### src/rtl/core/assert_macros.svh
// Assertion macros shared by the checksum checker RTL.
// No dependencies; included by the modules that carry assertions.
`ifndef ASSERT_MACROS_SVH
`define ASSERT_MACROS_SVH

// Same-cycle implication, disabled during reset.
`define FMCC_ASSERT_IMP(name, clk, rstn, ante, cons) \
  name: assert property (@(posedge clk) disable iff (!(rstn)) (ante) |-> (cons)) \
    else $error("fmcc assertion failed");

// Next-cycle implication, disabled during reset.
`define FMCC_ASSERT_NXT(name, clk, rstn, ante, cons) \
  name: assert property (@(posedge clk) disable iff (!(rstn)) (ante) |=> (cons)) \
    else $error("fmcc assertion failed");

`endif

### src/rtl/core/fmcc_pkg.sv
// Types and constants of the framed message checksum checker.
// No dependencies.
package fmcc_pkg;

  typedef enum logic [1:0] {
    ST_OK      = 2'd0,
    ST_BAD_FMT = 2'd1,
    ST_NOT_NUM = 2'd2,
    ST_MISMATCH = 2'd3
  } status_e;

  localparam logic [31:0] MARK_HEAD = 32'h3B43_4B53;  // ";CKS"
  localparam logic [7:0]  MARK_TAIL = 8'h3A;          // ':'
  localparam logic [7:0]  CH_SEMI   = 8'h3B;
  localparam logic [7:0]  CH_CLOSE  = 8'h3E;
  localparam logic [7:0]  CH_ZERO   = 8'h30;
  localparam logic [7:0]  CH_NINE   = 8'h39;
  // Subtracting the marker bytes (342) mod 256 is adding 170.
  localparam logic [7:0]  MARK_SUM_ADJ = 8'd170;
  localparam logic [8:0]  CKS_SAT   = 9'd256;
  localparam int unsigned MARK_LEN  = 5;

  localparam int unsigned FLAG_DIGIT  = 0;
  localparam int unsigned FLAG_BAD    = 1;
  localparam int unsigned FLAG_CLOSED = 2;

  typedef struct packed {
    logic       marker_found;
    logic [7:0] snap_sum;
  } frame_t;

  typedef struct packed {
    logic [8:0] value;
    logic [2:0] flags;
  } field_t;

endpackage

### src/rtl/core/fmcc_in_if.sv
// Input byte channel of the checksum checker.
// No dependencies.
interface fmcc_in_if;
  logic       valid;
  logic       ready;
  logic [7:0] data_byte;
  logic       last_byte;

  modport source (output valid, output data_byte, output last_byte, input ready);
  modport sink (input valid, input data_byte, input last_byte, output ready);
endinterface

### src/rtl/core/fmcc_out_if.sv
// Result channel of the checksum checker.
// No dependencies.
interface fmcc_out_if;
  logic       valid;
  logic       ready;
  logic [1:0] status;
  logic [7:0] computed_sum;
  logic [8:0] received_checksum;
  logic [9:0] payload_length;

  modport source (output valid, output status, output computed_sum,
                  output received_checksum, output payload_length, input ready);
  modport sink (input valid, input status, input computed_sum,
                input received_checksum, input payload_length, output ready);
endinterface

### src/rtl/core/framed_message_checksum_checker_top.sv
// Framed message checksum checker: one byte per cycle, one result per message.
// Result: the last byte is registered on input, then its verdict loads the result register.
// Throughput: one byte per cycle; a last byte stalls only while a prior result is not taken.
// Reset: asynchronous active low; clears all frame state and the result valid.
// Depends on fmcc_pkg, fmcc_in_if, fmcc_out_if, fmcc_frame_track, fmcc_digit_parse, fmcc_result.
module framed_message_checksum_checker_top import fmcc_pkg::*; #(
  parameter int unsigned LENGTH_COUNT_MAX = 1023
) (
  input  logic       clk_i,
  input  logic       rst_ni,
  fmcc_in_if.sink    in_i,
  fmcc_out_if.source out_o
);

  localparam int unsigned SNAP_W = $clog2(LENGTH_COUNT_MAX + 1);

  logic              in_valid_q;
  logic [7:0]        byte_q;
  logic              last_q;
  logic              advance;
  logic              is_marker;
  logic              marker_q;
  frame_t            frame_d;
  logic [SNAP_W-1:0] snap_len_d;
  field_t            field_d;

  assign advance    = in_valid_q && (!last_q || !out_o.valid || out_o.ready);
  assign in_i.ready = !in_valid_q || advance;

  always_ff @(posedge clk_i or negedge rst_ni) begin
    if (!rst_ni) begin
      in_valid_q <= 1'b0;
    end else if (in_i.ready) begin
      in_valid_q <= in_i.valid;
    end
  end

  always_ff @(posedge clk_i) begin
    if (in_i.ready && in_i.valid) begin
      byte_q <= in_i.data_byte;
      last_q <= in_i.last_byte;
    end
  end

  fmcc_frame_track #(
    .LENGTH_COUNT_MAX(LENGTH_COUNT_MAX),
    .SNAP_W(SNAP_W)
  ) u_track (
    .clk_i       (clk_i),
    .rst_ni      (rst_ni),
    .step_i      (advance),
    .last_i      (last_q),
    .byte_i      (byte_q),
    .is_marker_o (is_marker),
    .marker_q_o  (marker_q),
    .frame_d_o   (frame_d),
    .snap_len_d_o(snap_len_d)
  );

  fmcc_digit_parse u_digit (
    .clk_i      (clk_i),
    .rst_ni     (rst_ni),
    .step_i     (advance),
    .last_i     (last_q),
    .byte_i     (byte_q),
    .marker_q_i (marker_q),
    .is_marker_i(is_marker),
    .field_d_o  (field_d)
  );

  fmcc_result #(
    .SNAP_W(SNAP_W)
  ) u_result (
    .clk_i     (clk_i),
    .rst_ni    (rst_ni),
    .load_i    (advance && last_q),
    .frame_i   (frame_d),
    .snap_len_i(snap_len_d),
    .field_i   (field_d),
    .out_o     (out_o)
  );

endmodule

### src/rtl/core/fmcc_frame_track.sv
// Frame tracker: start detect, payload sum and count, marker window, snapshots.
// Depends on fmcc_pkg and assert_macros.svh.
`include "assert_macros.svh"
module fmcc_frame_track import fmcc_pkg::*; #(
  parameter int unsigned LENGTH_COUNT_MAX = 1023,
  parameter int unsigned SNAP_W = 10
) (
  input  logic              clk_i,
  input  logic              rst_ni,
  input  logic              step_i,
  input  logic              last_i,
  input  logic [7:0]        byte_i,
  output logic              is_marker_o,
  output logic              marker_q_o,
  output frame_t            frame_d_o,
  output logic [SNAP_W-1:0] snap_len_d_o
);

  localparam int unsigned CNT_W = $clog2(LENGTH_COUNT_MAX + 6);
  localparam logic [CNT_W-1:0] CNT_SAT = CNT_W'(LENGTH_COUNT_MAX + 5);
  localparam logic [CNT_W-1:0] CNT_MAX = CNT_W'(LENGTH_COUNT_MAX);
  localparam logic [CNT_W-1:0] CNT_MARK = CNT_W'(MARK_LEN);

  logic              start_q, start_d;
  logic [7:0]        sum_q, sum_d;
  logic [CNT_W-1:0]  cnt_q, cnt_d;
  logic [31:0]       recent_q, recent_d;
  frame_t            frame_q, frame_d;
  logic [SNAP_W-1:0] len_q, len_d;
  logic [CNT_W-1:0]  len_raw;

  assign is_marker_o = (recent_q == MARK_HEAD) && (byte_i == MARK_TAIL);
  assign len_raw = cnt_d - CNT_MARK;

  always_comb begin
    start_d  = start_q;
    sum_d    = sum_q;
    cnt_d    = cnt_q;
    frame_d  = frame_q;
    len_d    = len_q;
    recent_d = {recent_q[23:0], byte_i};
    if (start_q) begin
      sum_d = sum_q + byte_i;
      if (cnt_q < CNT_SAT) begin
        cnt_d = cnt_q + 1'b1;
      end
    end else if (byte_i == CH_SEMI) begin
      start_d = 1'b1;
    end
    if (is_marker_o) begin
      frame_d.marker_found = 1'b1;
      if (start_d && (cnt_d >= CNT_MARK)) begin
        len_d = (len_raw > CNT_MAX) ? SNAP_W'(CNT_MAX) : SNAP_W'(len_raw);
        frame_d.snap_sum = sum_d + MARK_SUM_ADJ;
      end else begin
        len_d = '0;
        frame_d.snap_sum = '0;
      end
    end
  end

  assign marker_q_o   = frame_q.marker_found;
  assign frame_d_o    = frame_d;
  assign snap_len_d_o = len_d;

  always_ff @(posedge clk_i or negedge rst_ni) begin
    if (!rst_ni) begin
      start_q  <= 1'b0;
      sum_q    <= '0;
      cnt_q    <= '0;
      recent_q <= '0;
      frame_q  <= '0;
      len_q    <= '0;
    end else if (step_i) begin
      if (last_i) begin
        start_q  <= 1'b0;
        sum_q    <= '0;
        cnt_q    <= '0;
        recent_q <= '0;
        frame_q  <= '0;
        len_q    <= '0;
      end else begin
        start_q  <= start_d;
        sum_q    <= sum_d;
        cnt_q    <= cnt_d;
        recent_q <= recent_d;
        frame_q  <= frame_d;
        len_q    <= len_d;
      end
    end
  end

  `FMCC_ASSERT_IMP(a_no_marker_no_len, clk_i, rst_ni, !frame_q.marker_found, len_q == '0)
  `FMCC_ASSERT_IMP(a_len_bound, clk_i, rst_ni, 1'b1, len_q <= SNAP_W'(CNT_MAX))

endmodule

### src/rtl/core/fmcc_digit_parse.sv
// Checksum field parser: saturating decimal value and field flags.
// Depends on fmcc_pkg.
module fmcc_digit_parse import fmcc_pkg::*; (
  input  logic       clk_i,
  input  logic       rst_ni,
  input  logic       step_i,
  input  logic       last_i,
  input  logic [7:0] byte_i,
  input  logic       marker_q_i,
  input  logic       is_marker_i,
  output field_t     field_d_o
);

  field_t      field_q, field_d;
  logic [11:0] mac;
  logic [3:0]  digit;

  assign digit = 4'(byte_i - CH_ZERO);
  assign mac   = {field_q.value, 3'b000} + {2'b00, field_q.value, 1'b0} + {8'd0, digit};

  always_comb begin
    field_d = field_q;
    if (marker_q_i && !field_q.flags[FLAG_CLOSED]) begin
      if (byte_i == CH_CLOSE) begin
        field_d.flags[FLAG_CLOSED] = 1'b1;
      end else if (byte_i >= CH_ZERO && byte_i <= CH_NINE) begin
        field_d.value = (mac > 12'(CKS_SAT)) ? CKS_SAT : mac[8:0];
        field_d.flags[FLAG_DIGIT] = 1'b1;
      end else begin
        field_d.flags[FLAG_BAD] = 1'b1;
      end
    end
    if (is_marker_i) begin
      field_d = '0;
    end
  end

  assign field_d_o = field_d;

  always_ff @(posedge clk_i or negedge rst_ni) begin
    if (!rst_ni) begin
      field_q <= '0;
    end else if (step_i) begin
      field_q <= last_i ? '0 : field_d;
    end
  end

endmodule

### src/rtl/core/fmcc_result.sv
// Status decision and result register of the checksum checker.
// Depends on fmcc_pkg, fmcc_out_if and assert_macros.svh.
`include "assert_macros.svh"
module fmcc_result import fmcc_pkg::*; #(
  parameter int unsigned SNAP_W = 10
) (
  input  logic              clk_i,
  input  logic              rst_ni,
  input  logic              load_i,
  input  frame_t            frame_i,
  input  logic [SNAP_W-1:0] snap_len_i,
  input  field_t            field_i,
  fmcc_out_if.source        out_o
);

  logic              valid_q;
  status_e           status_q, status_d;
  logic [7:0]        sum_q, sum_d;
  logic [8:0]        recv_q, recv_d;
  logic [9:0]        len_q, len_d;
  logic [SNAP_W+9:0] len_ext;

  assign len_ext = {10'd0, snap_len_i};

  always_comb begin
    sum_d  = '0;
    recv_d = '0;
    len_d  = '0;
    if (!frame_i.marker_found || snap_len_i == '0) begin
      status_d = ST_BAD_FMT;
    end else begin
      sum_d = frame_i.snap_sum;
      len_d = len_ext[9:0];
      if (!field_i.flags[FLAG_DIGIT] || field_i.flags[FLAG_BAD]) begin
        status_d = ST_NOT_NUM;
      end else begin
        recv_d   = field_i.value;
        status_d = (field_i.value == {1'b0, frame_i.snap_sum}) ? ST_OK : ST_MISMATCH;
      end
    end
  end

  always_ff @(posedge clk_i or negedge rst_ni) begin
    if (!rst_ni) begin
      valid_q <= 1'b0;
    end else if (load_i) begin
      valid_q <= 1'b1;
    end else if (out_o.ready) begin
      valid_q <= 1'b0;
    end
  end

  always_ff @(posedge clk_i) begin
    if (load_i) begin
      status_q <= status_d;
      sum_q    <= sum_d;
      recv_q   <= recv_d;
      len_q    <= len_d;
    end
  end

  assign out_o.valid             = valid_q;
  assign out_o.status            = status_q;
  assign out_o.computed_sum      = sum_q;
  assign out_o.received_checksum = recv_q;
  assign out_o.payload_length    = len_q;

  `FMCC_ASSERT_IMP(a_ok_match, clk_i, rst_ni, valid_q && status_q == ST_OK,
                   recv_q == {1'b0, sum_q})
  `FMCC_ASSERT_IMP(a_bad_zero, clk_i, rst_ni, valid_q && status_q == ST_BAD_FMT,
                   sum_q == '0 && recv_q == '0 && len_q == '0)
  `FMCC_ASSERT_IMP(a_notnum_zero, clk_i, rst_ni, valid_q && status_q == ST_NOT_NUM,
                   recv_q == '0 && len_q != '0)
  `FMCC_ASSERT_NXT(a_load_valid, clk_i, rst_ni, load_i, valid_q)

endmodule

### src/flat_wrapper.sv
// flat-port wrapper written by rule: the top's interface ports become plain ports
module framed_message_checksum_checker_top_flat import fmcc_pkg::*;
#(
  parameter int unsigned LENGTH_COUNT_MAX = 1023
)
  (clk_i, rst_ni, in_i_valid, in_i_data_byte, in_i_last_byte, in_i_ready, out_o_valid, out_o_status, out_o_computed_sum, out_o_received_checksum, out_o_payload_length, out_o_ready);
  fmcc_in_if in_i_i ();
  fmcc_out_if out_o_i ();
  input  logic clk_i;
  input  logic rst_ni;
  input wire logic [$bits(in_i_i.valid)-1:0] in_i_valid;
  input wire logic [$bits(in_i_i.data_byte)-1:0] in_i_data_byte;
  input wire logic [$bits(in_i_i.last_byte)-1:0] in_i_last_byte;
  output wire logic [$bits(in_i_i.ready)-1:0] in_i_ready;
  output wire logic [$bits(out_o_i.valid)-1:0] out_o_valid;
  output wire logic [$bits(out_o_i.status)-1:0] out_o_status;
  output wire logic [$bits(out_o_i.computed_sum)-1:0] out_o_computed_sum;
  output wire logic [$bits(out_o_i.received_checksum)-1:0] out_o_received_checksum;
  output wire logic [$bits(out_o_i.payload_length)-1:0] out_o_payload_length;
  input wire logic [$bits(out_o_i.ready)-1:0] out_o_ready;
  assign in_i_i.valid = in_i_valid;
  assign in_i_i.data_byte = in_i_data_byte;
  assign in_i_i.last_byte = in_i_last_byte;
  assign in_i_ready = in_i_i.ready;
  assign out_o_valid = out_o_i.valid;
  assign out_o_status = out_o_i.status;
  assign out_o_computed_sum = out_o_i.computed_sum;
  assign out_o_received_checksum = out_o_i.received_checksum;
  assign out_o_payload_length = out_o_i.payload_length;
  assign out_o_i.ready = out_o_ready;
  framed_message_checksum_checker_top #(.LENGTH_COUNT_MAX(LENGTH_COUNT_MAX)) u_core (.clk_i(clk_i), .rst_ni(rst_ni), .in_i(in_i_i), .out_o(out_o_i));
endmodule
### config.mk
export PLATFORM = sky130hd
export DESIGN_NAME = framed_message_checksum_checker_top_flat
export DESIGN_NICKNAME = d
export VERILOG_FILES = /design/src/rtl/core/fmcc_pkg.sv /design/src/rtl/core/fmcc_in_if.sv /design/src/rtl/core/fmcc_out_if.sv /design/src/rtl/core/framed_message_checksum_checker_top.sv /design/src/rtl/core/fmcc_frame_track.sv /design/src/rtl/core/fmcc_digit_parse.sv /design/src/rtl/core/fmcc_result.sv /design/src/flat_wrapper.sv
export VERILOG_INCLUDE_DIRS = /design/src /design/src/rtl/core
export SDC_FILE = /design/constraint.sdc
export NUM_CORES = 1
export LEC_CHECK = 0
export BUFFER_PORTS_ARGS = -buffer_cell sky130_fd_sc_hd__buf_4
export CAP_MARGIN = 5
export CORE_ASPECT_RATIO = 0.5
export CORE_MARGIN = 2
export CORE_UTILIZATION = 39
export CTS_CLUSTER_DIAMETER = 60
export DETAILED_ROUTE_END_ITERATION = 8
export PLACE_DENSITY = 0.66
export SYNTH_ARGS = -nofsm -noshare
export SYNTH_HDL_FRONTEND = slang
export SYNTH_SLANG_ARGS = --single-unit
export TNS_END_PERCENT = 1
### constraint.sdc
create_clock -name clk_i -period 7.2 [get_ports clk_i]
set_input_delay 0.72 -clock clk_i [delete_from_list [all_inputs] [get_ports clk_i]]
set_output_delay 0.72 -clock clk_i [all_outputs]
set_load 0.02 [all_outputs]
==> qor.yml, run 1 <==
power:
  power_density_nw_per_um2: 213
  ir_drop_mv: 0.128
  leakage_nw: 3.57
hold_path:
  hold_class: "in -> async"
clock_network:
  htree_num_levels: 4
  tritoncts: "built"
  cts_buffers: 17
  cts_resized: 0
  clock_sinks: 123
  cts_setup_buffers: 0
  cts.path.max_buffers: 2
  clock_latency_ns: 0.41
  cts_hold_buf: 0
  root_buffer: "clkbuf_16"
  clk_pin_slew_worst_paths_ns: 0.06
setup_path:
  worstPathBufferInverterCount: 0
  cp.arrival_ns: 5.00
  crit_cells: 10
  critPathLaunchType: "register"
  r2r_setup_slack_ns: 2.37
  cp-end-kind: "register"
  max_stage_delay_ns: 0.87
  slowest_stage: "dfrtp_1"
  criticalPathCategory: "reg -> reg"
  cp.required_ns: 7.37
  crit_fanout: 25
  r2r_cells: 10
  cp_top_family: "simple AND/OR/NAND/NOR gates"
  crit_chain: "nand3b_1 > nor3_1 > xnor2_1 > o211a_4 > nand2_2 > maj3_2 > a22o_1 > or4_4 > o31ai_4 > and2b_1"
sta:
  fin_crit_ns: 4.83
  fin_skew_ns: 0.0102
  max_freq_ghz: 0.207
  finalSetupViolCount: 0
  finalHoldViolCount: 0
  rsz0062_at_grt: "false"
  relSlewSlack_pct: 23.2
  worstMarginPinSlew_ns: 1.15
  final_max_slew_viol_count: 0
  tns_ns: 0
  period_share_pct: 67.1
placement:
  place.gp.congestion: 0.892
  dp.cells: 977
  port_buffers: 43
  dpl.hpwl_mm: 12.1
global_route:
  grt_max_degree: 64
  grt_pass1_vias: 5572
  overflow: 0
  grt_pass1_wl_mm: 29.6
  antenna_found_initial: 0
  grt_use_total_pct: 19.2
yosys:
  netlist_area_um2: 7110
  ys_ff_latch: 123
  synthFlopType: "dfrtp_1"
  syn_area_per_cell_um2: 9.69
  synth_cell_types: 74
  synth_edf_count: 38
  synth-seq-area-share_pct: 45.9
  synth_cells: 734
  yosysTopAreaCellShare_pct: 29.9
  async_flop_share_pct: 69.1
  synth_area_leader_cell: "dfrtp_1"
  yosys-top-cells-area: "dfrtp_1, edfxtp_1, nand2_1, ha_1, nand3b_1"
  synth_warnings: 0
  syn_nets: 777
finish:
  drive_gt1_share_pct: 12.5
  final.fill_count: 1668
  utilization_pct: 46.5
  diodes: 0
  multi_input_area_um2: 3590
  ff_latch_area_um2: 3270
  nets: 805
  final_cell_count_no_fill: 1009
  area_growth_pct: 15.2
route:
  wl_per_cell_um: 17.6
  drt_pre_antenna_iters: 5
  ant_nets: 0
  drt-initial-drc-count: 636
  drcViolationCount: 0
  routed-via-count: 5709
  drt-vias-per-instance: 5.66
  routed_wl_mm: 17.8
floorplan:
  die-area_um2: 19400
  core_um2: 17600
  start_util_pct: 40.4
  die_w_um: 195
  io_pins: 44
  die_y_um: 99.5
  rows: 34
job:
  cap_violations: 0
outcome:
  outcome: "complete, no violations"
-- sequential cells by signal, summed over array words and instances (netlist names) --
name	flops
u_core.u_result.out_o.status	2
u_core.u_result.out_o.payload_length	10
u_core.u_track.marker_q_o	1
u_core.u_result.out_o.received_checksum	9
u_core.in_valid_q	1
u_core.u_track.len_q	10
u_core.u_track.recent_q	32
u_core.u_track.frame_q	8
u_core.u_result.out_o.computed_sum	8
u_core.last_q	1
u_core.u_track.sum_q	8
u_core.u_track.cnt_q	11
u_core.u_track.start_q	1
u_core.byte_q	8
u_core.u_result.out_o.valid	1
u_core.u_digit.field_q	12
-- layout by cell type (no fill, tap or decap), types with 23 or more instances in the layout --
| master | instances |
|---|---|
| nor2_1 | 30 |
| inv_1 | 23 |
| buf_4 | 49 |
| o21ai_0 | 42 |
| edfxtp_1 | 38 |
| nand2_1 | 132 |
| nand3b_1 | 36 |
| a22o_1 | 25 |
| ha_1 | 27 |
| dfrtp_1 | 85 |
-- synthesized netlist by cell type, drive strengths merged, types with 11 or more instances --
cell      n
nand2   134
dfrtp    85
o21ai    43
edfxtp   38
nand3b   36
clkbuf   30
nor2     30
ha       27
a22o     25
inv      23
a21oi    22
xnor2    21
xor2     17
nor3     16
nand3    12
o31ai    12
a22oi    11
nor2b    11
-- report_power, final --
group | switching (mW) | internal [mW] | total (mW)
combinational | 0.0762 | 0.0379 | 0.114
sequential | 0.0227 | 0.750 | 0.772
clock | 0.346 | 0.516 | 0.862
total | 0.445 | 1.30 | 1.75
-- worst reg2reg max path: cells and delay by family (launching register included) --
kind | cells | cell delay, ns
AND/OR/NAND/NOR | 5 | 1.90
AO/OA/AOI/OAI | 3 | 1.23
flip-flops | 1 | 0.87
adder cells (fa/ha/maj) | 1 | 0.33
XOR/XNOR | 1 | 0.26
-- area by class of cell --
cell class,instances,area share [%]
repair buffers,49,4.49
inverters,23,1.05
clock inverters,15,2.00
clock buffers,17,5.19
flip-flops and latches,123,39.9
well taps,234,3.57
multi-input cells,548,43.8
-- path summary, 6_finish.rpt --
path	endpoint	from
setup / recovery	u_core.u_result.out_o.computed_sum[5]	u_core.u_track.start_q
hold / removal	u_core.u_track.recent_q[26]	rst_ni
setup reg to reg	u_core.u_result.out_o.computed_sum[5]	u_core.u_track.start_q
hold reg to reg	u_core.u_track.recent_q[27]	u_core.u_track.recent_q[27]
max in group asynchronous	u_core.in_valid_q	rst_ni
min in group clk_i	u_core.u_track.recent_q[27]	u_core.u_track.recent_q[27]
-- logic make-up after synthesis --
kind of cell / after synthesis / synth area share, %
AO/OA/AOI/OAI: 169 / 16.8
XOR/XNOR: 38 / 4.68
adder cells (fa/ha/maj): 31 / 5.75
buffers and inverters: 63 / 3.62
flip-flops: 123 / 45.9
multiplexers: 8 / 1.14
AND/OR/NAND/NOR: 302 / 22.1
-- metrics by stage --
stage / worst slack, ns / hold WS, ns / power (mW) / area [um2]
detailed placement: 2.48 / 0.455 / 0.901 / 7600
CTS: 2.46 / 0.233 / 1.76 / 8190
global placement: 2.54 / 0.452 / 0.898 / 7600
global route: 2.02 / 0.253 / 1.82 / 8190
finish: 2.37 / 0.226 / 1.75 / 8190
floorplan: 3.40 / 0.424 / 0.846 / 7110
-- layer usage --
layer | routed length (um) | part of all wire (%) | GRT usage [%] | vias to the layer above
li1 | - | - | - | 2721
met1 | 8900 | 50 | 28.0 | 2827
met2 | 7980 | 45 | 29.4 | 143
met3 | 729 | 4.1 | 3.76 | 18
met4 | 197 | 1.1 | 4.99 | 0
met5 | 0 | 0 | 0 | -
No activity file was read; power rests on OpenSTA's default activity.
==> run 2: changes to the inputs <==
PLACE_DENSITY = 0.68   (was 0.66)
clock period = 4.1 ns   (was 7.2 ns; I/O delays follow)
==> run 2 against run 1 <==
  * Critical endpoint is now u_core.u_result.out_o.status[0]
  * Fmax is 24% higher
  * Count of clock-buffer cells in the layout increased by 2
  * Clock skew rose by 0.0023 ns
  * Power increased by 73%
  * Core utilization rose by 2.0 points
  * Clock power increased by 71%
  * Largest cell class unchanged
==> qor.yml, run 2 (synthesis results as in run 1) <==
outcome:
  outcome: "complete, no violations"
placement:
  dpl.hpwl_mm: 13.2  # +8.8%
  place.gp.congestion: 0.896  # +0.44%
  port_buffers: 43  # unchanged
clock_network:
  root_buffer: "clkbuf_16"
  htree_num_levels: 4  # unchanged
  clock_sinks: 123  # unchanged
  cts_buffers: 17  # unchanged
  cts_hold_buf: 0  # unchanged
  cts.path.max_buffers: 2  # unchanged
  clock_latency_ns: 0.41  # about the same
  tritoncts: "built"
  clk_pin_slew_worst_paths_ns: 0.06  # about the same
finish:
  layout_common_cells: "nand2_1, buf_4, dfrtp_1, o21ai_0, edfxtp_1"
  reg_top3: "u_core.u_track.recent_q (32), u_core.u_digit.field_q (12), u_core.u_track.cnt_q (11)"
  top_register: "u_core.u_track.recent_q"
  diodes: 0  # unchanged
  final_common_cell: "nand2_1"
  nets: 847  # +5.2%
  final.fill_count: 1631  # -2.2%
  area_growth_pct: 20.2
  largest_register_ffs: 32  # unchanged
  drive_gt1_share_pct: 17.9  # +5.4 points
sta:
  max_freq_ghz: 0.256  # +24%
  tns_ns: 0  # unchanged
  period_share_pct: 95.2  # +28 points
  finalHoldViolCount: 0  # unchanged
  fin_skew_ns: 0.0125  # +0.00227 ns
  final_max_slew_viol_count: 0  # unchanged
  relSlewSlack_pct: 39.9  # +17 points
  worstMarginPinSlew_ns: 0.901  # -0.250 ns
  fin_crit_ns: 3.90  # -0.926 ns
  rsz0062_at_grt: "false"
  finalSetupViolCount: 0  # unchanged
  hold_ws_ns: 0.128  # -0.0978 ns
setup_path:
  crit_fanout: 5  # -80%
  cp.required_ns: 4.27  # -3.10 ns
  max_stage_delay_ns: 0.56  # -0.31 ns
  slowest_stage: "fa_1"
  crit_chain: "fa_1 > inv_1 > fa_1 > nor2b_2 > o2111ai_2 > a32oi_2 > mux2i_1 > nand3_2 > buf_4 > o31ai_1 > xnor2_1 > and3_1 > nand4_1 > a21o_1"
  r2r_cells: 14  # +4
  criticalPathCategory: "reg -> reg"
  r2r_end: "u_core.u_result.out_o.status[0]"
  reg2reg_from: "u_core.u_digit.field_q[3]"
  cp-end-kind: "register"
  critPathLaunchType: "register"
  crit_top_cell: "fa_1"
  cp.arrival_ns: 4.07  # -0.93 ns
  r2r_setup_slack_ns: 0.20  # -2.17 ns
route:
  drt-initial-drc-count: 518  # -19%
  routed-via-count: 5995  # +5.0%
  wl_per_cell_um: 17.9  # +1.3%
  drcViolationCount: 0  # unchanged
  ant_nets: 0  # unchanged
  routed_wl_mm: 18.8  # +5.5%
  drt-vias-per-instance: 5.70  # +0.81%
  drt_pre_antenna_iters: 6  # +1
power:
  switching_share_pct: 24.6  # -0.82 points
  power_switching_mw: 0.747  # +68%
  intPower_mw: 2.29  # +75%
  pwr-share-clk_pct: 48.4  # -0.9 points
  sequentialPowerShare_pct: 44.6  # +0.4 points
  ir_drop_mv: 0.272  # +110%
  power_density_nw_per_um2: 355  # +66%
  leakage_nw: 3.79  # +6.2%
  power_frac_comb_pct: 7.0  # +0.5 points
  power_mw: 3.03  # +73%
floorplan:
  core_um2: 17600  # unchanged
  io_pins: 44  # unchanged
  die_w_um: 195  # unchanged
  die-area_um2: 19400  # unchanged
  rows: 34  # unchanged
  start_util_pct: 40.4  # unchanged
  die_y_um: 99.5  # unchanged
global_route:
  overflow: 0  # unchanged
  grt_pass1_wl_mm: 30.0  # +1.0%
  antenna_found_initial: 0  # unchanged
  grt_pass1_vias: 5634  # +1.1%
  grt_use_total_pct: 19.6  # +0.44 points
  grt_max_degree: 66  # +3.1%
hold_path:
  hold_class: "in -> async"
job:
  cap_violations: 0  # unchanged
-- run 2: changes by cell type in the layout (fill, tap and decap cells not counted), moves of 2 or more --
cell      before  now
o31ai_1       11    8
inv_6          5    2
clkbuf_1       0    2
buf_4         49   90
o31ai_2        0    3
clkinv_4       2    4
-- run 2: power by group through the flow --
stage | sequential [mW] | combinational, mW | clock (mW)
final | 1.35 | 0.214 | 1.47
after global routing | 1.36 | 0.232 | 1.55
after floorplan | 1.38 | 0.105 | 0
after CTS | 1.35 | 0.215 | 1.49
after global placement | 1.37 | 0.208 | 0
after detailed placement | 1.37 | 0.213 | 0
-- run 2: per-layer routing --
| metal | global-route usage, % | share of wire [%] |
|---|---|---|
| met1 | 28.6 | 50 |
| met2 | 29.6 | 44 |
| met3 | 4.48 | 5.4 |
| met4 | 5.23 | 1.1 |
| met5 | 0 | 0 |
-- run 2: how the worst max path moves through the flow --
stage / startpoint / endpoint
2_1_floorplan: u_core.u_track.cnt_q[6] / u_core.u_result.out_o.status[1]
3_3_place_gp: u_core.u_digit.field_q[3] / u_core.u_result.out_o.status[0]
3_5_place_dp: u_core.u_digit.field_q[3] / u_core.u_result.out_o.status[0]
4_1_cts: u_core.u_digit.field_q[3] / u_core.u_result.out_o.status[0]
5_1_grt: u_core.u_digit.field_q[3] / u_core.u_result.out_o.status[0]
6_report: u_core.u_digit.field_q[3] / u_core.u_result.out_o.status[0]
-- run 2: stage by stage --
stage / util (%) / std cells / setup WS (ns) / instance area, um2
CTS: 48.2 / 1048 / 0.0708 / 8490
floorplan: - / 734 / 0.295 / 7110
detailed placement: 44.9 / 1016 / 0.137 / 7910
global placement: 44.9 / 1016 / 0.267 / 7910
global route: 48.6 / 1051 / 0.00568 / 8550
finish: 48.6 / 1051 / 0.196 / 8550
-- run 2: critical path: cells and delay by family, from the launching register on --
| kind | cells | cell delay (ns) |
|---|---|---|
| simple gates | 4 | 0.63 |
| buf+inv | 2 | 0.26 |
| compound gates | 4 | 0.91 |
| xor+xnor | 1 | 0.16 |
| flops | 1 | 0.39 |
| fa+ha+maj | 2 | 1.01 |
| mux | 1 | 0.30 |
-- run 2: layout make-up --
type,count,area [um2],area share [%]
Tap cell,234,293,3.42
Multi-Input combinational cell,548,3630,42.5
Sequential cell,123,3270,38.2
Clock buffer,19,433,5.06
Inverter,23,86.3,1.01
Clock inverter,13,145,1.70
Timing Repair Buffer,91,696,8.13
-- run 2: repair_timing --
action / 4_1_cts / 5_1_grt
buffers inserted: 0 / 3
endpoints found under the setup margin: 0 / 2
gates resized for setup: 0 / 8
==> run 3: changes to the inputs <==
clock period = 3.5 ns   (was 4.1 ns; I/O delays follow)
==> run 3 against run 2 <==
  * The run now ends with setup timing left
  * Register-to-register slack worse by 0.46 ns
  * Combinational power is 21% higher
  * Design area is 8.1% higher
  * Sequential share of layout area is 2.9 points lower
  * Worst hold slack worse by 0.019 ns
  * Fmax is 3.8% higher
  * Routed wire length is 5.4% higher
  * First-iteration DRC count is 20% higher
  * Clock power is 11% higher
  * Setup slack worse by 0.46 ns
==> qor.yml, run 3 (synthesis results as in run 1) <==
job:
  cap_violations: 0  # unchanged
finish:
  largest_register_ffs: 32  # unchanged
  reg_top3: "u_core.u_track.recent_q (32), u_core.u_digit.field_q (12), u_core.u_track.cnt_q (11)"
  nets: 927  # +9.4%
  final_common_cell: "buf_4"
  utilization_pct: 52.5  # +3.9 points
  top_register: "u_core.u_track.recent_q"
  drive_gt1_share_pct: 26.2  # +8.3 points
  layout_common_cells: "buf_4, nand2_1, dfrtp_1, o21ai_0, edfxtp_1"
  diodes: 0  # unchanged
  final.fill_count: 1577  # -3.3%
  area_growth_pct: 30.0
clock_network:
  clk_pin_slew_worst_paths_ns: 0.06  # about the same
  tritoncts: "built"
  cts_buffers: 17  # unchanged
  clock_latency_ns: 0.42  # about the same
  root_buffer: "clkbuf_16"
  cts.path.max_buffers: 2  # unchanged
  clock_sinks: 123  # unchanged
  htree_num_levels: 4  # unchanged
floorplan:
  die_y_um: 99.5  # unchanged
  start_util_pct: 40.4  # unchanged
  die_w_um: 195  # unchanged
  core_um2: 17600  # unchanged
  die-area_um2: 19400  # unchanged
  rows: 34  # unchanged
  io_pins: 44  # unchanged
global_route:
  grt_pass1_vias: 6332  # +12%
  grt_use_total_pct: 21.3  # +1.7 points
  gr-max-usage-layer: "met2"
  use_met2_pct: 34.4  # +4.8 points
  antenna_found_initial: 0  # unchanged
  use_met3_pct: 3.12  # -1.4 points
  overflow: 0  # unchanged
  grt_max_degree: 63  # -4.5%
  grtUsageMet1_pct: 29.2  # +0.63 points
  grt_pass1_wl_mm: 32.5  # +8.5%
power:
  leakage_nw: 4.22  # +11%
  switching_share_pct: 26.2  # +1.6 points
  sequentialPowerShare_pct: 45.7  # +1.1 points
  ir_drop_mv: 0.365  # +34%
  intPower_mw: 2.56  # +12%
  pwr-share-clk_pct: 46.9  # -1.5 points
  power_frac_comb_pct: 7.4  # +0.4 points
  power_density_nw_per_um2: 375  # +5.8%
  power_switching_mw: 0.909  # +22%
setup_path:
  critPathLaunchType: "register"
  cp.required_ns: 3.67  # -0.60 ns
  setup.worst_path.start: "u_core.u_digit.field_q[3]"
  crit_chain: "fa_1 > inv_1 > fa_2 > nor2b_4 > o2111ai_2 > a32oi_1 > mux2i_1 > nand3_1 > buf_6 > o31ai_2 > xor2_1 > nor4b_2 > nand4_1 > o21ba_1"
  worstPathBufferInverterCount: 2  # unchanged
  max_stage_delay_ns: 0.57  # about the same
  crit_fanout: 7  # +2
  cp.arrival_ns: 3.92  # -0.15 ns
  slowest_stage: "fa_1"
  cp-end-kind: "register"
  criticalPathCategory: "reg -> reg"
  reg2reg_from: "u_core.u_digit.field_q[3]"
  cp_top_family: "adder cells"
route:
  drt-vias-per-instance: 5.57  # -2.3%
  routed-via-count: 6301  # +5.1%
  drcViolationCount: 0  # unchanged
  drt-initial-drc-count: 620  # +20%
  ant_nets: 0  # unchanged
  wl_per_cell_um: 17.5  # -2.1%
  routed_wl_mm: 19.8  # +5.4%
  drt_pre_antenna_iters: 7  # +1
hold_path:
  min_from: "in_i_data_byte[5]"
  hold_class: "in -> reg"
sta:
  tns_ns: -4.96  # -4.96 ns
  finalHoldViolCount: 0  # unchanged
  fin_crit_ns: 3.76  # -0.144 ns
  max_freq_ghz: 0.266  # +3.8%
  fin_skew_ns: 0.0157  # +0.00326 ns
  final_max_slew_viol_count: 0  # unchanged
  finalSetupViolCount: 25  # +25
  worst_slack_ns: -0.259  # -0.456 ns
  rsz0062_at_grt: "true"
  worstMarginPinSlew_ns: 0.826  # -0.0747 ns
  relSlewSlack_pct: 44.7  # +4.7 points
  period_share_pct: 107  # +12 points
placement:
  place.gp.congestion: 0.892  # -0.40%
  dpl.hpwl_mm: 14.1  # +6.8%
  port_buffers: 43  # unchanged
outcome:
  violations: "setup timing"
  outcome: "complete, but fails checks"
run 3: cell count changes in the layout (fill, tap and decap cells not counted), moves of 2 or more:
cell,change
buf_6,+4
nand3_2,-2
o31ai_1,-2
o21ai_1,+2
a21oi_2,+2
o31ai_4,+3
bufinv_16,-2
o21ai_0,-2
buf_4,+74
a21oi_1,-2
run 3: metrics by stage:
stage,cell area [um2],hold WS (ns),setup slack [ns],power [mW],cells
2_1_floorplan,7160,0.0544,-0.249,1.74,734
3_3_place_gp,8540,0.374,-0.260,1.86,1094
3_5_place_dp,8540,0.382,-0.345,1.87,1094
4_1_cts,9220,0.102,-0.208,3.48,1131
5_1_grt,9240,0.104,-0.429,3.57,1131
6_report,9240,0.109,-0.259,3.47,1131
run 3: path summary, 6_finish.rpt:
check | to | cells past startpoint | slack [ns]
max | u_core.u_result.out_o.status[1] | 14 | -0.26
min reg2reg | u_core.u_track.recent_q[26] | 2 | 0.48
min | u_core.byte_q[5] | 1 | 0.11
max in group asynchronous | u_core.u_track.len_q[0] | 3 | 2.28
min in group asynchronous | u_core.in_valid_q | 2 | 0.48
max reg2reg | u_core.u_result.out_o.status[1] | 14 | -0.26
run 3: area by class of cell:
type	count	area [um2]	share of cell area, %
clock buffers	19	443	4.79
clock inverters	13	96.3	1.04
inverters	23	86.3	0.934
multi-input cells	548	3720	40.3
flip-flops and latches	123	3270	35.4
well taps	234	293	3.17
repair buffers	171	1330	14.4
run 3: power groups by stage:
stage | combinational (mW) | clock [mW] | sequential (mW)
2_1_floorplan | 0.123 | 0 | 1.62
3_3_place_gp | 0.252 | 0 | 1.61
3_5_place_dp | 0.258 | 0 | 1.61
4_1_cts | 0.260 | 1.63 | 1.59
5_1_grt | 0.283 | 1.69 | 1.59
6_report | 0.258 | 1.63 | 1.59
run 3: routing by layer:
| metal | share of wire [%] | vias up |
|---|---|---|
| li1 | - | 2966 |
| met1 | 47 | 3089 |
| met2 | 46 | 205 |
| met3 | 5.1 | 41 |
| met4 | 2.2 | 0 |
| met5 | 0 | - |
run 3: repair_timing:
| item | in CTS | in global routing |
|---|---|---|
| pin swaps | 21 | 7 |
| hold buffers | 1 | 0 |
| buffers inserted | 4 | 0 |
| resized for setup | 15 | 8 |
| endpoints found under the setup margin | 25 | 33 |
| endpoints found under the hold margin | 40 | 0 |
| gates cloned | 1 | 0 |
